$ cat src/hdl/iso_mp_pkg.sv
// ----------------------------------------------------------------------------
// ISO 8583 message parser package
// Shared types, framing constants and the data element format table.
// ----------------------------------------------------------------------------
package iso_mp_pkg;

   // Field and length widths
   localparam int FIELD_W  = 8;
   localparam int LEN_W    = 14;
   localparam int HCOUNT_W = 5;
   localparam int DIGIT_W  = 3;

   // Default length ceiling for variable elements
   localparam int MAX_FIELD_LENGTH = 9999;

   // Header framing: ignored length characters, MTI, two binary bitmaps
   localparam int HDR_SKIP         = 6;
   localparam int HDR_MTI_LAST     = 9;
   localparam int HDR_BITMAP_FIRST = 10;
   localparam int HDR_LAST         = 25;
   localparam int BITMAP_LAST_OFS  = 15;

   // Bitmap extent
   localparam int BITMAP_W    = 128;
   localparam int PRIMARY_TOP = 64;
   localparam int FIELD_TOP   = 128;

   // Field numbers reported for the header parts
   localparam logic [FIELD_W-1:0] FIELD_MTI    = 8'd0;
   localparam logic [FIELD_W-1:0] FIELD_BITMAP = 8'd1;

   // Input transaction payload
   typedef struct packed {
      logic [7:0] in_byte;
      logic       start_of_message;
   } req_type;

   // Result transaction payload
   typedef struct packed {
      logic [FIELD_W-1:0] field_number;
      logic [7:0]         out_byte;
      logic [LEN_W-1:0]   byte_offset;
      logic               last_of_field;
      logic               empty_field;
      logic               message_end;
   } rsp_type;

   // Data element format kinds
   typedef enum logic [1:0] {
      FMT_NONE  = 2'd0,
      FMT_FIXED = 2'd1,
      FMT_VAR   = 2'd2
   } fmt_kind_type;

   // Format of one element: fixed byte count or number of length digits
   typedef struct packed {
      fmt_kind_type kind;
      logic [3:0]   size;
   } fmt_type;

   // Look up the format of a data element
   function automatic fmt_type format_of(input logic [FIELD_W-1:0] f);
      fmt_type r;
      r.kind = FMT_NONE;
      r.size = 4'd0;
      case (f)
         8'd3, 8'd11, 8'd38: begin
            r.kind = FMT_FIXED; r.size = 4'd6;
         end
         8'd4, 8'd5, 8'd6: begin
            r.kind = FMT_FIXED; r.size = 4'd12;
         end
         8'd7: begin
            r.kind = FMT_FIXED; r.size = 4'd10;
         end
         8'd39: begin
            r.kind = FMT_FIXED; r.size = 4'd2;
         end
         8'd40: begin
            r.kind = FMT_FIXED; r.size = 4'd3;
         end
         8'd2, 8'd32, 8'd33, 8'd34, 8'd44, 8'd45, 8'd100, 8'd102, 8'd103,
         8'd105, 8'd107, 8'd108, 8'd109, 8'd118, 8'd122, 8'd123, 8'd124: begin
            r.kind = FMT_VAR; r.size = 4'd2;
         end
         8'd48, 8'd104, 8'd111, 8'd119, 8'd120, 8'd121: begin
            r.kind = FMT_VAR; r.size = 4'd3;
         end
         8'd127: begin
            r.kind = FMT_VAR; r.size = 4'd4;
         end
         default: begin
            r.kind = FMT_NONE; r.size = 4'd0;
         end
      endcase
      return r;
   endfunction

endpackage

$ cat src/hdl/iso8583_message_parser.sv
// ----------------------------------------------------------------------------
// ISO 8583 message parser
// Splits a byte stream into MTI, bitmap and data element bytes.
// ----------------------------------------------------------------------------
// Takes one message byte per cycle unless a full result register is held, and
// gives at most one result per byte, so a steady stream runs at one byte per
// clock while results are taken. The input is taken whenever the result
// register is empty or is being drained in the same cycle. The longest path is
// the priority encoder over the 129-bit mask of present, formatted data elements
// that picks the next element at the end of each field. A start flag restarts
// the parser on that byte at any point; bytes before the first start and after
// the message end are dropped. A zero read length gives one empty marker result.
module iso8583_message_parser #(
   parameter int MAX_FIELD_LENGTH = iso_mp_pkg::MAX_FIELD_LENGTH
) (
   input  logic                clock,
   input  logic                reset,
   input  logic                req_valid,
   output logic                req_ready,
   input  iso_mp_pkg::req_type req_data,
   output logic                rsp_valid,
   input  logic                rsp_ready,
   output iso_mp_pkg::rsp_type rsp_data
);

   localparam int LW = iso_mp_pkg::LEN_W;
   localparam int FW = iso_mp_pkg::FIELD_W;
   localparam int HW = iso_mp_pkg::HCOUNT_W;
   localparam int DW = iso_mp_pkg::DIGIT_W;
   localparam int BW = iso_mp_pkg::BITMAP_W;
   localparam int FT = iso_mp_pkg::FIELD_TOP;
   localparam int PW = LW + 3;

   typedef enum logic [4:0] {
      PH_IDLE   = 5'b00001,
      PH_HEADER = 5'b00010,
      PH_LENGTH = 5'b00100,
      PH_DATA   = 5'b01000,
      PH_DONE   = 5'b10000
   } phase_type;

   phase_type           phase_ff, phase_in, eff_phase;
   logic [HW-1:0]       header_count_ff, header_count_in, eff_hc;
   logic [BW-1:0]       bitmap_ff, bitmap_in, bitmap_full;
   logic [FT:0]         pending_ff, pending_in, fresh_vec, enc_src;
   logic [FW-1:0]       current_field_ff, current_field_in;
   logic [DW-1:0]       digits_left_ff, digits_left_in;
   logic [LW-1:0]       length_ff, length_in;
   logic                number_ended_ff, number_ended_in;
   logic [LW-1:0]       data_count_ff, data_count_in;
   logic                rsp_valid_ff, rsp_valid_in;
   iso_mp_pkg::rsp_type rsp_data_ff, rsp_data_in;

   logic                req_fire, emit, advance, hdr_end, is_digit;
   logic                enc_found;
   logic [FW-1:0]       enc_field;
   iso_mp_pkg::fmt_type next_fmt;
   logic [PW-1:0]       len_prod;
   logic [LW-1:0]       len_sat;
   logic [7:0]          b;

   // Handshake: the result register parts the two channels
   assign req_ready = ~rsp_valid_ff | rsp_ready;
   assign req_fire  = req_valid & req_ready;
   assign rsp_valid = rsp_valid_ff;
   assign rsp_data  = rsp_data_ff;
   assign b         = req_data.in_byte;

   // A start flag overrides the stored phase and header position
   assign eff_phase = req_data.start_of_message ? PH_HEADER : phase_ff;
   assign eff_hc    = req_data.start_of_message ? '0 : header_count_ff;
   assign hdr_end   = (eff_phase == PH_HEADER) && (eff_hc == HW'(iso_mp_pkg::HDR_LAST));

   // Complete bitmap as it stands on the last header byte
   assign bitmap_full = {bitmap_ff[BW-9:0], b};

   // Present and formatted elements of the fresh bitmap
   always_comb begin
      fresh_vec = '0;
      for (int p = 2; p <= FT; p++) begin
         fresh_vec[p] = bitmap_full[BW - p]
                        && (iso_mp_pkg::format_of(FW'(p)).kind != iso_mp_pkg::FMT_NONE)
                        && ((p <= iso_mp_pkg::PRIMARY_TOP) || bitmap_full[BW-1]);
      end
   end

   assign enc_src = hdr_end ? fresh_vec : pending_ff;

   // Find the lowest pending element
   always_comb begin
      enc_found = 1'b0;
      enc_field = '0;
      for (int p = FT; p >= 2; p--) begin
         if (enc_src[p]) begin
            enc_found = 1'b1;
            enc_field = FW'(p);
         end
      end
   end

   assign next_fmt = iso_mp_pkg::format_of(enc_field);

   // Accumulate one decimal length digit, saturating at the ceiling
   assign is_digit = ~number_ended_ff && (b >= 8'h30) && (b <= 8'h39);
   assign len_prod = (PW'(length_ff) << 3) + (PW'(length_ff) << 1) + PW'(b - 8'h30);
   assign len_sat  = (len_prod > PW'(MAX_FIELD_LENGTH)) ? LW'(MAX_FIELD_LENGTH)
                                                         : LW'(len_prod);

   // Next state and result for one input transaction
   always_comb begin
      phase_in         = phase_ff;
      header_count_in  = header_count_ff;
      bitmap_in        = bitmap_ff;
      pending_in       = pending_ff;
      current_field_in = current_field_ff;
      digits_left_in   = digits_left_ff;
      length_in        = length_ff;
      number_ended_in  = number_ended_ff;
      data_count_in    = data_count_ff;
      emit             = 1'b0;
      advance          = 1'b0;
      rsp_data_in      = '0;

      case (eff_phase)
         PH_HEADER: begin
            phase_in = PH_HEADER;
            if (eff_hc < HW'(iso_mp_pkg::HDR_SKIP)) begin
               header_count_in = eff_hc + 1'b1;
            end else if (eff_hc <= HW'(iso_mp_pkg::HDR_MTI_LAST)) begin
               emit                      = 1'b1;
               rsp_data_in.field_number  = iso_mp_pkg::FIELD_MTI;
               rsp_data_in.out_byte      = b;
               rsp_data_in.byte_offset   = LW'(eff_hc - HW'(iso_mp_pkg::HDR_SKIP));
               rsp_data_in.last_of_field = (eff_hc == HW'(iso_mp_pkg::HDR_MTI_LAST));
               header_count_in           = eff_hc + 1'b1;
            end else begin
               emit                     = 1'b1;
               bitmap_in                = bitmap_full;
               rsp_data_in.field_number = iso_mp_pkg::FIELD_BITMAP;
               rsp_data_in.out_byte     = b;
               rsp_data_in.byte_offset  =
                  LW'(eff_hc - HW'(iso_mp_pkg::HDR_BITMAP_FIRST));
               if (hdr_end) begin
                  rsp_data_in.last_of_field = 1'b1;
                  rsp_data_in.message_end   = ~enc_found;
                  advance                   = 1'b1;
               end else begin
                  header_count_in = eff_hc + 1'b1;
               end
            end
         end
         PH_LENGTH: begin
            if (is_digit) begin
               length_in = len_sat;
            end else begin
               number_ended_in = 1'b1;
            end
            digits_left_in = digits_left_ff - 1'b1;
            if (digits_left_ff == DW'(1)) begin
               if ((is_digit ? len_sat : length_ff) == '0) begin
                  emit                      = 1'b1;
                  rsp_data_in.field_number  = current_field_ff;
                  rsp_data_in.last_of_field = 1'b1;
                  rsp_data_in.empty_field   = 1'b1;
                  rsp_data_in.message_end   = ~enc_found;
                  advance                   = 1'b1;
               end else begin
                  phase_in      = PH_DATA;
                  data_count_in = '0;
               end
            end
         end
         PH_DATA: begin
            emit                     = 1'b1;
            rsp_data_in.field_number = current_field_ff;
            rsp_data_in.out_byte     = b;
            rsp_data_in.byte_offset  = data_count_ff;
            if ((LW'(1) + data_count_ff) >= length_ff) begin
               rsp_data_in.last_of_field = 1'b1;
               rsp_data_in.message_end   = ~enc_found;
               advance                   = 1'b1;
            end else begin
               data_count_in = data_count_ff + 1'b1;
            end
         end
         default: begin
            phase_in = eff_phase;
         end
      endcase

      // Open the next present element or finish the message
      if (advance) begin
         pending_in = enc_src & ~((FT+1)'(1) << enc_field);
         if (!enc_found) begin
            phase_in = PH_DONE;
         end else begin
            current_field_in = enc_field;
            data_count_in    = '0;
            number_ended_in  = 1'b0;
            if (next_fmt.kind == iso_mp_pkg::FMT_FIXED) begin
               phase_in       = PH_DATA;
               length_in      = LW'(next_fmt.size);
               digits_left_in = '0;
            end else begin
               phase_in       = PH_LENGTH;
               digits_left_in = DW'(next_fmt.size);
               length_in      = '0;
            end
         end
      end
   end

   // Hold the result until taken, load a new one on each emitting transaction
   always_comb begin
      if (req_fire && emit) begin
         rsp_valid_in = 1'b1;
      end else if (rsp_ready) begin
         rsp_valid_in = 1'b0;
      end else begin
         rsp_valid_in = rsp_valid_ff;
      end
   end

   // Control registers
   always_ff @(posedge clock) begin
      if (reset) begin
         phase_ff         <= PH_IDLE;
         header_count_ff  <= '0;
         pending_ff       <= '0;
         current_field_ff <= '0;
         digits_left_ff   <= '0;
         length_ff        <= '0;
         number_ended_ff  <= 1'b0;
         data_count_ff    <= '0;
         rsp_valid_ff     <= 1'b0;
      end else begin
         rsp_valid_ff <= rsp_valid_in;
         if (req_fire) begin
            phase_ff         <= phase_in;
            header_count_ff  <= header_count_in;
            pending_ff       <= pending_in;
            current_field_ff <= current_field_in;
            digits_left_ff   <= digits_left_in;
            length_ff        <= length_in;
            number_ended_ff  <= number_ended_in;
            data_count_ff    <= data_count_in;
         end
      end
   end

   // Payload registers
   always_ff @(posedge clock) begin
      if (req_fire) begin
         bitmap_ff <= bitmap_in;
      end
      if (req_fire && emit) begin
         rsp_data_ff <= rsp_data_in;
      end
   end

endmodule

$ cat config.mk
export PLATFORM = sky130hd
export DESIGN_NAME = iso8583_message_parser
export DESIGN_NICKNAME = d
export VERILOG_FILES = /design/src/hdl/iso_mp_pkg.sv /design/src/hdl/iso8583_message_parser.sv
export SDC_FILE = /design/constraint.sdc
export NUM_CORES = 1
export LEC_CHECK = 0
export ABC_AREA = 1
export ABC_CLOCK_PERIOD_IN_PS = 7700
export BUFFER_PORTS_ARGS = -buffer_cell sky130_fd_sc_hd__buf_2
export CAP_MARGIN = 20
export CORE_UTILIZATION = 55
export CTS_CLUSTER_SIZE = 25
export DETAILED_ROUTE_END_ITERATION = 12
export PLACE_DENSITY = 0.83
export RECOVER_POWER = 100
export SLEW_MARGIN = 20
export SYNTH_ARGS = -nofsm -noshare
export SYNTH_HDL_FRONTEND = slang
export SYNTH_SLANG_ARGS = --single-unit
$ cat constraint.sdc
create_clock -name clock -period 7.7 [get_ports clock]
set_input_delay 0.385 -clock clock [delete_from_list [all_inputs] [get_ports clock]]
set_output_delay 0.385 -clock clock [all_outputs]
set_load 0.02 [all_outputs]
### Yosys cells after proc, flatten, opt, wreduce, memory -nomap -nowiden

Memories as Yosys holds them, arrays and structs flattened.
Index checks and enable logic that the tools add are counted.
W data, S select, Z words.

* output and inout port bits: 35
* logic and storage cells: 393
* bits in registers: 333
* memories kept: 1
* ROM bits: 768
* input port bits: 13

* shift operators: 1
* bitwise gates (word level): 9
* $lt $le $gt $ge: 6
* equality and inequality tests: 11
* reduce and logical (&&, ||, !) cells: 29
* muxes and demuxes: 312
* $add $sub $neg: 8

Memories
* (name not given): words 128, bits a word 6, rd ports 1, clocked after memory_dff 0, write ports 0, RTL line iso_mp_pkg.sv:66 `case (f)`

Operator list (number)
* $mux W8: 129
* $mux W1: 144
* $mux W14: 10
* $and A129 B129 Y129: 1
* $mux W129: 1
* $not A129 Y129: 1
* $shl A1 B8 Y129 const A: 1
* $mux W5: 9
* $pmux W22 S2: 1
* $mux W31: 1
* $pmux W14 S2: 1
* $mux W24: 1
* $pmux W8 S3: 1
* $logic_and A1 B1 Y1: 21
* $mux W3: 6
* $add A17 B15 Y17: 1
* $add A17 B17 Y17: 1
* $gt A17 B14 Y1 const B: 1
* $pmux W5 S3: 1
* $add A14 B1 Y14 const B: 1
* $ge A14 B14 Y1: 1
* $logic_not A14 Y1: 1
* $pmux W1 S3: 4
* $eq A5 B4 Y1 const B: 2
* 26 further kinds: 35

### Depth between registers and ports, before layout

An unclocked memory read counts as a cell.

* depth in word-level cells: 137
* depth in mapped cells: 143
* gate-level depth less buffers: 142

### Least setup slack after synthesis

OpenSTA, ideal clock, no wires.

* path kind: input port to flip-flop
* from: input req_data[0] in the netlist's numbering
* to: register digits_left_ff[0]
* library setup time: 0.070 ns
* stages: 138
* slack: -0.401 ns
* buffers on the path: 2
* required time: 7.630 ns
* arrival: 8.030 ns
* path through: nor2_1 inv_1 ha_1 inv_1 nor2_1 nand2_1 nor2_2 nand2_4 clkinv_2 buf_8 buf_6 o21ai_0 clkinv_1 nand2_1 nand2_1 nand2_1 nand2_1 nand2_1 (+102 left out) nand2_1 nand2_2 nand2_4 inv_1 ha_1 inv_1 nor2_1 inv_1 nand3_1 o311ai_0 nand2_1 o21a_1 inv_1 nor2_1 nand2_1 nand2_1 nand2_1 a21oi_1

* word-level cells in the longest chain between the ends: 136
* elaborated cells on any way between the ends: 275
* classes of those cells: order compare (2); eq/ne (5); mux (266); reduce/logical (1); memory (1)

Ends and longest elaborated chain
* from (decl): RTL line iso8583_message_parser.sv:20 `input iso_mp_pkg::req_type req_data,`
* $mux W5 (on tied branches): RTL line iso8583_message_parser.sv:70, iso8583_message_parser.sv:71
* $eq A5 B2 Y1 or $eq A5 B5 Y1 (tied branches): RTL line iso8583_message_parser.sv:72 `assign hdr_end = (eff_phase == PH_HEADER) && (eff_hc == HW'(iso_mp_pkg::HDR_LAST));`
* $logic_and A1 B1 Y1 (*): RTL line iso8583_message_parser.sv:72
* $mux W129 (*): RTL line iso8583_message_parser.sv:87 `assign enc_src = hdr_end ? fresh_vec : pending_ff;`
* $mux W8 (125 in series): RTL line iso8583_message_parser.sv:94 `if (enc_src[p]) begin`
* $mux W8 (*): RTL line iso8583_message_parser.sv:94
* via enc_field[0]: RTL line iso8583_message_parser.sv:56 `logic [FW-1:0] enc_field;`
* $mem_v2 Z128 W6 (*)
* $mux W6 (*): RTL line iso_mp_pkg.sv:66
* $eq A2 B1 Y1: RTL line iso8583_message_parser.sv:200 `if (next_fmt.kind == iso_mp_pkg::FMT_FIXED) begin`
* $mux W3 (*): RTL line iso8583_message_parser.sv:200
* $mux W3 (*): RTL line iso8583_message_parser.sv:194 `if (!enc_found) begin`
* $mux W3 (*): RTL line iso8583_message_parser.sv:192 `if (advance) begin`
* to (signal assigned): RTL line iso8583_message_parser.sv:243 `digits_left_ff <= digits_left_in;`
* to (decl): RTL line iso8583_message_parser.sv:47 `logic [DW-1:0] digits_left_ff, digits_left_in;`

Mark *: on every way through the listed nets, which the timed path passes. The rest lies on a longest branch.
A chain may end at the register's enable or synchronous reset.

### Worst setup path in the final report

* from: register header_count_ff[1]
* to: register digits_left_ff[0]

* word-level cells in the longest chain between the ends: 136
* elaborated cells on any way between the ends: 270
* classes of those cells: order compare (2); eq/ne (2); mux (264); reduce/logical (1); memory (1)

Ends and longest elaborated chain
* from (decl): RTL line iso8583_message_parser.sv:43 `logic [HW-1:0] header_count_ff, header_count_in, eff_hc;`
* from (signal assigned): RTL line iso8583_message_parser.sv:240 `header_count_ff <= header_count_in;`
* $mux W5 (*): RTL line iso8583_message_parser.sv:71 `assign eff_hc = req_data.start_of_message ? '0 : header_count_ff;`
* $eq A5 B5 Y1: RTL line iso8583_message_parser.sv:72
* $logic_and A1 B1 Y1: RTL line iso8583_message_parser.sv:72
* $mux W129: RTL line iso8583_message_parser.sv:87
* $mux W8 (126 in series): RTL line iso8583_message_parser.sv:94
* $mem_v2 Z128 W6 or $mux W8 (tied branches)
* $mux W6: RTL line iso_mp_pkg.sv:66
* $eq A2 B1 Y1: RTL line iso8583_message_parser.sv:200
* $mux W3: RTL line iso8583_message_parser.sv:200
* $mux W3: RTL line iso8583_message_parser.sv:194
* $mux W3 (*): RTL line iso8583_message_parser.sv:192

Mark *: on every way between the ends. The rest lies on a longest branch, timed or not.

==> metrics.md <==
| Metric | Value |
|---|---|
| Critical path type | reg -> reg |
| CTS tree | built |
| CP peak stage delay | 0.32 ns |
| Crit path time final | 9.21 ns |
| RSZ-0062 raised after global routing | true |
| Depth of the CTS H-tree | 2 |
| Worst endpoint data arrival time | 9.68 ns |
| Synth unique cells | 58 |
| Avg Cell Area, Syn | 7.66 µm² |
| Synth Area in Simple Gates | roughly 22% |
| Final setup fails | 136 |
| Vias in the first global route | 16700 |
| Reg2reg path depth | approximately 140 |
| Die width | 183 µm |
| Final Wtd Congestion | roughly 1.1 |
| Layout cell share with drive strength beyond 1 | 17.3% |
| Latest clock arrival within the worst-skew pair | 0.54 ns |
| Pin count of the biggest net entering global routing | between 90 and 100 |
| CTS root buf | clkbuf_16 |
| Layout area overhead | 21.5% |
| CTS Sinks | 328 |
| Vias/cell | 5.81 |
| Die height | 183 µm |
| Slew Limit Fails | 0 |
| GR Util met2 | 57.2% |
| Period utilisation layout | 120% |
| Initial antenna violation count | 0 |
| Seq cells post-synth | 328 |
| Hold Path Class | in -> reg |
| Min-delay src | rsp_ready |
| Crit-path max FO | 7 |
| Final core utilization | about two thirds |
| Drt wl/cell | 18.6 µm |
| Power Density | between 150 and 200 nW/µm² |
| CTS Buf Count | 36 |
| Post-synth EDFFs | 150 |
| Hold Path Depth | 4 |
| Drt pass-1 iters | 6 |
| Placed insts | 2911 |
| Syn nets | between 2000 and 2500 |
| CP dominant cell by count | nand2_1 |
| R2R setup slack | -1.51 ns |
| Longest Clk Path Bufs | 3 |
| Core Rows | 65 |
| Crit. End Element | register |
| DR iter-0 viols | about 1700 |
| Outcome | complete, but fails checks |
| CTS Hold Bufs | 0 |
| Finished Layout Cells | between 3000 and 4000 |
| Gr usage total | 33.2% |
| Synth Cell Area | between 15000 and 20000 µm² |
| Pleak | 9.42 nW |
| Fin nets | 2613 |
| Fmax | 0.109 GHz |
| DR vias | 17500 |
| Port Buf Inserts | 47 |
| Drc violations | 0 |
| Final WS setup | -1.51 ns |
| Dpl cell area | roughly 20000 µm² |
| Die area | 33400 µm² |
| Total of max-cap violations | 0 |
| Slowest library cell on the worst path | dfxtp_2 |
| Worst-margin pin slew | 1.21 ns |
| Asr flop ratio synth | 0% |
| Worst r2r src | header_count_ff[1]$_SDFFE_PP0P_ |
| Commonest non-fill, non-tap cell in the layout | nand2_1 |
| Failing checks | negative setup slack |
| Hold Crit Endpoint | rsp_valid$_SDFFE_PP0P_ |
| Post-synthesis mux area share | less than 1% |
| Mapped Cells | 2347 |
| Worst-path clk slew | 0.07 ns |
| Final Hold Viols | 0 |
| Busiest layer in global routing | met2 |
| Core Box Area | 31900 µm² |
| Clock skew | 0.0176 ns |
| Post-synthesis adder-cell area fraction | 4.37% |
| Commonest cells after routing, fill and taps aside | 390 x nand2_1, 327 x inv_1, 214 x o21ai_0 |
| Largest family of logic cells by synthesized area | simple AND/OR/NAND/NOR gates |
| Top_reg_cell synth | dfxtp_1 |
| Initial Util | 56.4% |
| Io pins | 48 |
| Hpwl dp | 39400 µm |
| Met3 usage | 4.90% |
| Final WL | 56000 µm |
| CP Launch Type | register |
| Pre-CTS setup slack | -1.70 ns |
| Met1 Use GR | approximately two fifths |
| First-pass GRT wire length | just under 90000 µm |
| Synth warn | 0 |
| Peak supply drop | ~0.18 mV |
| Post-DRT Antenna Nets | 0 |
| Gr ovfl total | 0 |
| Post-route cell area | around 22000 µm² |
| Critical Path RT | 8.16 ns |
| Seq/Total Area, Yosys | between 40 and 50% |
| Complex-gate fraction of the synthesized area | 17.0% |
| Post-Synth XOR/XNOR Area | roughly 1.5% |
| Slew margin rel. | between 10% and 20% |
| FF-to-FF End | digits_left_ff[0]$_SDFFE_PP0P_ |
## registers in the layout, summed over array words and instances, names as in the netlist
signal            count
header_count_ff       5
data_count_ff        14
phase_ff              5
number_ended_ff       1
digits_left_ff        3
rsp_data             33
pending_ff          127
length_ff            14
bitmap_ff           117
rsp_valid             1
current_field_ff      8
## power breakdown
group          switching [mW]  leakage, nW  internal (mW)  total, mW
Combinational           0.254         6.03          0.131      0.385
Sequential             0.0188         2.80           1.83       1.85
Clock                   0.738        0.594           1.05       1.79
Total                    1.01         9.42           3.02       4.03
## final cells by class
cell class / count / area, µm²
clock inverters: 23 / 284
clock buffers: 43 / 937
fillers: 2593 / 10000
inverters: 358 / 1380
repair inverters: 1 / 16.3
flip-flops and latches: 328 / 8070
well taps: 435 / 544
diodes: 1 / 2.50
repair buffers: 262 / 1900
multi-input cells: 1558 / 8710
## cells in the mapped netlist (23+ instances only)
library cell	number	area share, %
nand3_1	132	3.7
inv_1	344	7.2
a21oi_1	163	4.5
clkbuf_1	83	1.7
o21ai_0	248	6.9
a211oi_1	54	2.3
edfxtp_1	150	25
dfxtp_1	178	20
nor2_1	221	4.6
nand2_1	424	8.8
xor2_1	23	1.1
nor3_1	47	1.3
ha_1	42	2.9
nor4_1	24	0.83
nand4_1	41	1.4
## repair_timing
| item | 4_1_cts | 5_1_grt |
|---|---|---|
| endpoints found under the setup margin | 136 | 137 |
| resized for setup | 126 | 64 |
| pin swaps | 42 | 40 |
| cloned | 1 | 0 |
| setup buffers | 17 | 18 |
## worst max-delay path, delay by kind of cell, from the launching register on
kind / cells / cell delay, ns
AOI/OAI and AO/OA: 3 / 0.38
adders and majority gates: 2 / 0.31
buffers and inverters: 8 / 0.56
DFF: 1 / 0.32
and+or+nand+nor: 126 / 7.56
## how the worst max path moves through the flow
stage,startpoint,endpoint
2_1_floorplan,req_data[0],digits_left_ff[0]$_SDFFE_PP0P_
3_3_place_gp,req_data[0],pending_ff[28]$_SDFFE_PP0P_
3_5_place_dp,req_data[0],digits_left_ff[2]$_SDFFE_PP0P_
4_1_cts,header_count_ff[1]$_SDFFE_PP0P_,digits_left_ff[0]$_SDFFE_PP0P_
5_1_grt,header_count_ff[1]$_SDFFE_PP0P_,digits_left_ff[0]$_SDFFE_PP0P_
6_report,header_count_ff[1]$_SDFFE_PP0P_,digits_left_ff[0]$_SDFFE_PP0P_
## metal layers
metal | up-vias | wire (µm)
li1 | 8268 | -
met1 | 8182 | 21500
met2 | 844 | 27000
met3 | 199 | 4360
met4 | 0 | 3190
met5 | - | 0
## cell families after synthesis
family,count (synthesis)
simple gates,928
compound gates,543
buf+inv,461
flops,328
fa+ha+maj,55
xor+xnor,30
mux,2
## stage by stage
| stage | power, mW | hold WS [ns] | setup TNS [ns] |
|---|---|---|---|
| floorplan | 2.13 | 0.400 | -0.469 |
| global placement | 2.23 | 0.400 | -164.75 |
| detailed placement | 2.25 | 0.405 | -176.93 |
| CTS | 4.02 | 0.0923 | -141.31 |
| global route | 4.15 | 0.173 | -308.71 |
| finish | 4.03 | 0.154 | -167.12 |
No activity file was read; power rests on OpenSTA's default activity.
